$ cat config.mk
export PLATFORM = sky130hd
export DESIGN_NAME = mlfq_front
export DESIGN_NICKNAME = d
export VERILOG_FILES = /design/src/hdl/mlfq_pkg.sv /design/src/hdl/mlfq_front.sv
export SDC_FILE = /design/constraint.sdc
export NUM_CORES = 1
export LEC_CHECK = 0
export BUFFER_PORTS_ARGS = -buffer_cell sky130_fd_sc_hd__buf_2
export CAP_MARGIN = 20
export CORE_MARGIN = 1
export CORE_UTILIZATION = 52
export CTS_CLUSTER_DIAMETER = 40
export DETAILED_ROUTE_END_ITERATION = 10
export GPL_TIMING_DRIVEN = 1
export PLACE_DENSITY = 0.79
export SYNTH_ARGS = -nofsm -noshare
export SYNTH_HDL_FRONTEND = slang
export SYNTH_SLANG_ARGS = --single-unit
$ cat constraint.sdc
create_clock -name i_clk -period 4 [get_ports i_clk]
set_input_delay 0.2 -clock i_clk [delete_from_list [all_inputs] [get_ports i_clk]]
set_output_delay 0.2 -clock i_clk [all_outputs]
set_load 0.05 [all_outputs]
$ cat src/hdl/mlfq_pkg.sv
`timescale 1ns / 1ps
`default_nettype none
// ----------------------------------------------------------------------------
// mlfq_pkg
// Types and constants shared by the feedback queue scheduler modules.
// ----------------------------------------------------------------------------
package mlfq_pkg;

    localparam int MAX_PROCS  = 64;
    localparam int PIDX_W     = $clog2(MAX_PROCS);
    localparam int CNT_W      = PIDX_W + 1;
    localparam int MAX_LEVELS = 8;
    localparam int LVL_W      = $clog2(MAX_LEVELS);
    localparam int LNUM_W     = 4;
    localparam int VAL_W      = 16;
    localparam int TIME_W     = 24;
    localparam int LQ_DEPTH   = MAX_LEVELS * MAX_PROCS;
    localparam int LQ_AW      = $clog2(LQ_DEPTH);
    localparam int CFG_IDX_W  = 2;

    localparam logic [CFG_IDX_W-1:0] CFG_BOOST_PERIOD = 2'd0;
    localparam logic [CFG_IDX_W-1:0] CFG_LEVELS       = 2'd1;
    localparam logic [CFG_IDX_W-1:0] CFG_SLICE        = 2'd2;

    typedef enum logic {CMD_LOAD, CMD_RUN} t_cmd;

    typedef struct packed {
        logic             mode;
        logic [VAL_W-1:0] arrival;
        logic [VAL_W-1:0] duration;
        logic [VAL_W-1:0] demand;
    } t_in_item;

    typedef struct packed {
        logic [PIDX_W-1:0] proc_index;
        logic [VAL_W-1:0]  arrived_at;
        logic [TIME_W-1:0] started_at;
        logic [TIME_W-1:0] completion;
        logic              last;
    } t_out_item;

    typedef struct packed {
        logic [VAL_W-1:0]  boost_period;
        logic [LNUM_W-1:0] levels_in_use;
        logic [VAL_W-1:0]  slice_length;
    } t_cfg;

    typedef struct packed {
        t_cmd             cmd;
        logic [VAL_W-1:0] arrival;
        logic [VAL_W-1:0] duration;
        logic [VAL_W-1:0] demand;
    } t_job;

    typedef struct packed {
        logic             busy;
        logic [CNT_W-1:0] loaded;
    } t_eng_stat;

    typedef struct packed {
        logic [VAL_W-1:0]  remaining;
        logic [VAL_W-1:0]  demand;
        logic              started;
        logic [TIME_W-1:0] started_at;
    } t_pstate;

    typedef enum logic [3:0] {
        ST_IDLE, ST_CHECK, ST_BOOST, ST_BOOST_W, ST_ADM, ST_ADM_R,
        ST_SEL, ST_POP, ST_DISP, ST_PUSH, ST_DONE
    } t_eng_state;

endpackage
`default_nettype wire

$ cat src/hdl/mlfq_front.sv
`timescale 1ns / 1ps
`default_nettype none
// ----------------------------------------------------------------------------
// mlfq_front
// Accepts input beats, decodes the mode and holds them in a two-entry queue.
// ----------------------------------------------------------------------------
module mlfq_front
    import mlfq_pkg::*;
(
    input  wire logic     i_clk,
    input  wire logic     i_rst_n,
    input  wire logic     i_valid,
    output logic          o_stall,
    input  wire t_in_item i_item,
    output logic          o_job_valid,
    output t_job          o_job,
    input  wire logic     i_job_pop
);

    t_job       r_q [2];
    logic       r_wp, n_wp;
    logic       r_rp, n_rp;
    logic [1:0] r_cnt, n_cnt;
    logic       push, pop;
    t_job       job_in;

    assign o_stall     = (r_cnt == 2'd2);
    assign o_job_valid = (r_cnt != 2'd0);
    assign o_job       = r_q[r_rp];
    assign push        = i_valid && !o_stall;
    assign pop         = i_job_pop && o_job_valid;

    always_comb begin
        job_in.cmd      = i_item.mode ? CMD_RUN : CMD_LOAD;
        job_in.arrival  = i_item.arrival;
        job_in.duration = i_item.duration;
        job_in.demand   = i_item.demand;
        n_wp  = push ? ~r_wp : r_wp;
        n_rp  = pop ? ~r_rp : r_rp;
        n_cnt = r_cnt + {1'b0, push} - {1'b0, pop};
    end

    always_ff @(posedge i_clk) begin
        if (!i_rst_n) begin
            r_wp  <= 1'b0;
            r_rp  <= 1'b0;
            r_cnt <= 2'd0;
        end else begin
            r_wp  <= n_wp;
            r_rp  <= n_rp;
            r_cnt <= n_cnt;
        end
    end

    always_ff @(posedge i_clk) begin
        if (push) begin
            r_q[r_wp] <= job_in;
        end
    end

endmodule
`default_nettype wire

After elaboration in Yosys (flattened, before gate mapping)
Memory sizes are Yosys's and may differ from the RTL's. A register that Yosys moved wholly into a read port is not among the register bits. Index checks and enable logic that the tools add are counted.

Bits in registers: 4. Memory bits (writable): 98. Input bits: 53. Output and inout port bits: 51. Word-level logic and storage cells: 18. Memories kept: 1.

Add/subtract/negate cells: 2. Eq/ne operators: 1. Multiplexer cells: 5. Bitwise logic cells: 2. Reductions and logical operators: 4.

Memory list: r_q (depth 2, width 49, read ports 1, clocked after memory_dff 1, write ports 1, RTL line mlfq_front.sv:20) `t_job r_q [2];`.

Operators with widths (count): 1-bit two-way mux (5); 2-bit by 1-bit adder with 2-bit output (1); 2-bit equality test, second input constant (1); 1-bit logical AND (2); 1-bit inverter (2); 2-bit nonzero test (1); 2-bit by 1-bit subtractor with 2-bit output (1); 1-bit zero test (1).

Depth between registers and ports, before layout
Depth in word-level cells: 5. Depth in mapped cells: 8. Depth with buffers taken out: 8.

Worst setup path after synthesis
No wires, ideal clock.

Path type: reg2reg. Start point: register r_cnt[0]. End point: memory r_q[0][0] in the netlist's numbering (enable). Setup time: 0.456 ns. Data arrival time: 2.637 ns. Required time: 3.544 ns. Path slack: 0.908 ns. Cell stages (with the launch flop): 4. Path buffers: 0. Period minus slack after synthesis: 3.092 ns. Cells stage by stage: dfxtp_1 -> nand2b_1 -> nand2_1 -> nor2_1.

Longest elaborated chain between the ends: 5.

Ends and longest elaborated chain: start: declaration (RTL line mlfq_front.sv:23) `logic [1:0] r_cnt, n_cnt;`; start signal: assignment (RTL line mlfq_front.sv:51) `r_cnt <= n_cnt;`; 2-bit equality test (RTL line mlfq_front.sv:27) `assign o_stall = (r_cnt == 2'd2);`; 1-bit zero test (RTL line mlfq_front.sv:30) `assign push = i_valid && !o_stall;`; 1-bit logical AND (RTL line mlfq_front.sv:30); 1-bit two-way mux (RTL line mlfq_front.sv:56) `if (push) begin`; 1-bit two-way mux (not written as such) (RTL line mlfq_front.sv:57) `r_q[r_wp] <= job_in;`; end: declaration (RTL line mlfq_front.sv:20).

Every way passes these cells.

==> metrics.cfg <==
[grt]
grt_max_degree=38
grt_usage_pct=16.6
grt_pass1_wl_um=9110
antenna_found_initial=1
grt_pass1_vias=1873
gr-total-overflow=0

[place]
portBuffers=103
placed_cells=375
hpwl_um=4000
gp_congestion=0.667

[synth]
syn-instance-count=178
ys_seq_area_share_pct=79.8
synth_nets=233
netlist_area_um2=3810
yosys_warnings=0
ys_types=19
syn_avg_cell_area_um2=21.4
synth-seq-cells=103

[pwr]
total_power_mw=3.24
powerDensity_nw_per_um2=700
peakVddDrop_uv=451
p_leak_nw=1.78

[critical_path]
end_kind=primary output
r2r-end=r_q[0][10]$_DFFE_PP_
worst-path-max-fanout=37
rr_worst_depth=4
crit_path_start_kind=flop
worstPathRequired_ns=3.80
r2r-start=r_cnt[0]$_SDFF_PN0_
worstPathArrival_ns=2.26
rrSetupSlack_ns=1.83
critPathKind=reg -> out

[final_layout]
final_cells=390
syn2layout_area_growth_pct=21.5
final_common_cell=buf_2
most-common-layout-cells=buf_2 (103), edfxtp_1 (98), mux2_2 (39)
nNetsFinal=345
layout-drive-gt1-share_pct=58.2
n_antenna_cell=0

[status]
outcome=finished clean

[clocking]
holdBufCountCts=0
clock-sinks=103
numCtsBuffers=9
cts_tree=built
path_clk_slew_ns=0.09
clk-insertion-delay-late_ns=0.34
cts_buffer_depth=2
post_cts_resize_count=0
cts-root-buf=clkbuf_8
postCtsSetupRepairBufs=0
cts_htree_levels=3

[floorplanning]
rows=30
die_area_um2=7680
io_pins=104
die_h_um=87.7
initial_utilization_pct=54.9
core_um2=6940
die_x_um=87.7

[sta]
finalWorstPathRequiredPeriod_ns=2.46
tns_ns=0
max_slew.worst_pin.slew_ns=0.973
post-route-period-util_pct=61.6
fmax_mhz=406
fin_skew_ns=0.00871
setup_viol=0
hold_viol=0
finalMaxSlewViolations=0
rsz0062_at_grt=no
slew_headroom_pct=35.1

[min_path]
worstHoldEndpoint=r_q[1][17]$_DFFE_PP_
min-delay-start=i_item[17]
hold_class=in -> reg
hold_depth=1

[route]
drt_pass1_iterations=4
viasPerCell=4.81
routed_wl_um=6060
drt-initial-drc-count=81
post_drt_wl_per_cell_um=15.5
drc=0
drtAntennaViolNets=0
vias=1874

[flow_run]
maxCapViolCount=0

==> state kept, by name, indices dropped and copies added, names as in the netlist, named ones only <==
register / count
r_q: 98
r_cnt: 2
r_rp: 1
r_wp: 1
==> logic make-up after synthesis <==
kind of cell               count (synthesis)  share of synthesized area (%)
and+or+nand+nor                           11                           1.41
adders and majority gates                  2                          0.656
xor gates and xnor gates                   3                          0.689
buffers and inverters                      8                           1.57
DFF                                      103                           79.8
AOI/OAI and AO/OA                          1                          0.197
muxes                                     50                           15.7
==> worst max-delay path, cell delays in order (launching register included) <==
cell and delay (ns):
dfxtp_2 0.96, buf_4 0.36, mux2_2 0.36, buf_2 0.21
==> stage by stage <==
step,worst slack [ns],instance area [µm²],hold WS [ns],utilization [%]
after floorplan,0.908,3810,0.299,-
after global placement,1.90,4430,0.388,63.9
after detailed placement,1.79,4430,0.391,63.9
after CTS,1.51,4640,0.0206,66.8
after global routing,1.38,4640,0.0105,66.8
final,1.54,4640,0.0389,66.8
==> how the worst max path moves through the flow <==
stage | start | to | slack [ns] | depth (start not counted)
after floorplan | r_cnt[0]$_SDFF_PN0_ | r_q[0][0]$_DFFE_PP_ | 0.91 | 3
after global placement | flop | o_job[27] | 1.90 | 3
after detailed placement | r_cnt[0]$_SDFF_PN0_ | r_q[0][48]$_DFFE_PP_ | 1.79 | 4
after CTS | flop | o_job[6] | 1.51 | 3
after global routing | flop | o_job[1] | 1.38 | 3
final | flop | o_job[6] | 1.54 | 3
==> synthesized netlist by cell type, drive strengths merged <==
cell type  count  area (µm²)
nand2b         2        12.5
inv            3        11.3
ha             2        25.0
nor2           4        15.0
o21a           1        7.51
edfxtp        98        2940
buf            5        48.8
and3           1        6.26
dfxtp          5         100
nand2          2        7.51
or2            1        6.26
mux2i          1        10.0
and2           1        6.26
xnor2          2        17.5
mux2          49         589
xor2           1        8.76
==> routing by layer <==
layer  routed length [µm]  global-route usage (%)  part of all wire [%]  up-vias
met4                   35                    6.71                  0.58        2
li1                     -                       -                     -      911
met3                  450                    5.94                   7.4        7
met1                 2740                    21.7                    45      880
met2                 2820                    25.6                    47       74
met5                   12                       0                  0.20        -
==> cell type report <==
class | count | area, µm²
fillers | 486 | 2310
clock buffers | 11 | 131
clock inverters | 4 | 71.3
well taps | 96 | 120
flip-flops and latches | 103 | 3040
inverters | 3 | 11.3
repair buffers | 106 | 538
multi-input cells | 67 | 721
==> power breakdown <==
group | switching [mW] | internal [mW] | leakage [nW] | total [mW]
clock network | 0.311 | 0.348 | 0.0971 | 0.659
logic | 0.795 | 0.344 | 0.723 | 1.14
registers | 0.0903 | 1.35 | 0.957 | 1.45
(Power assumes the default switching activity.)
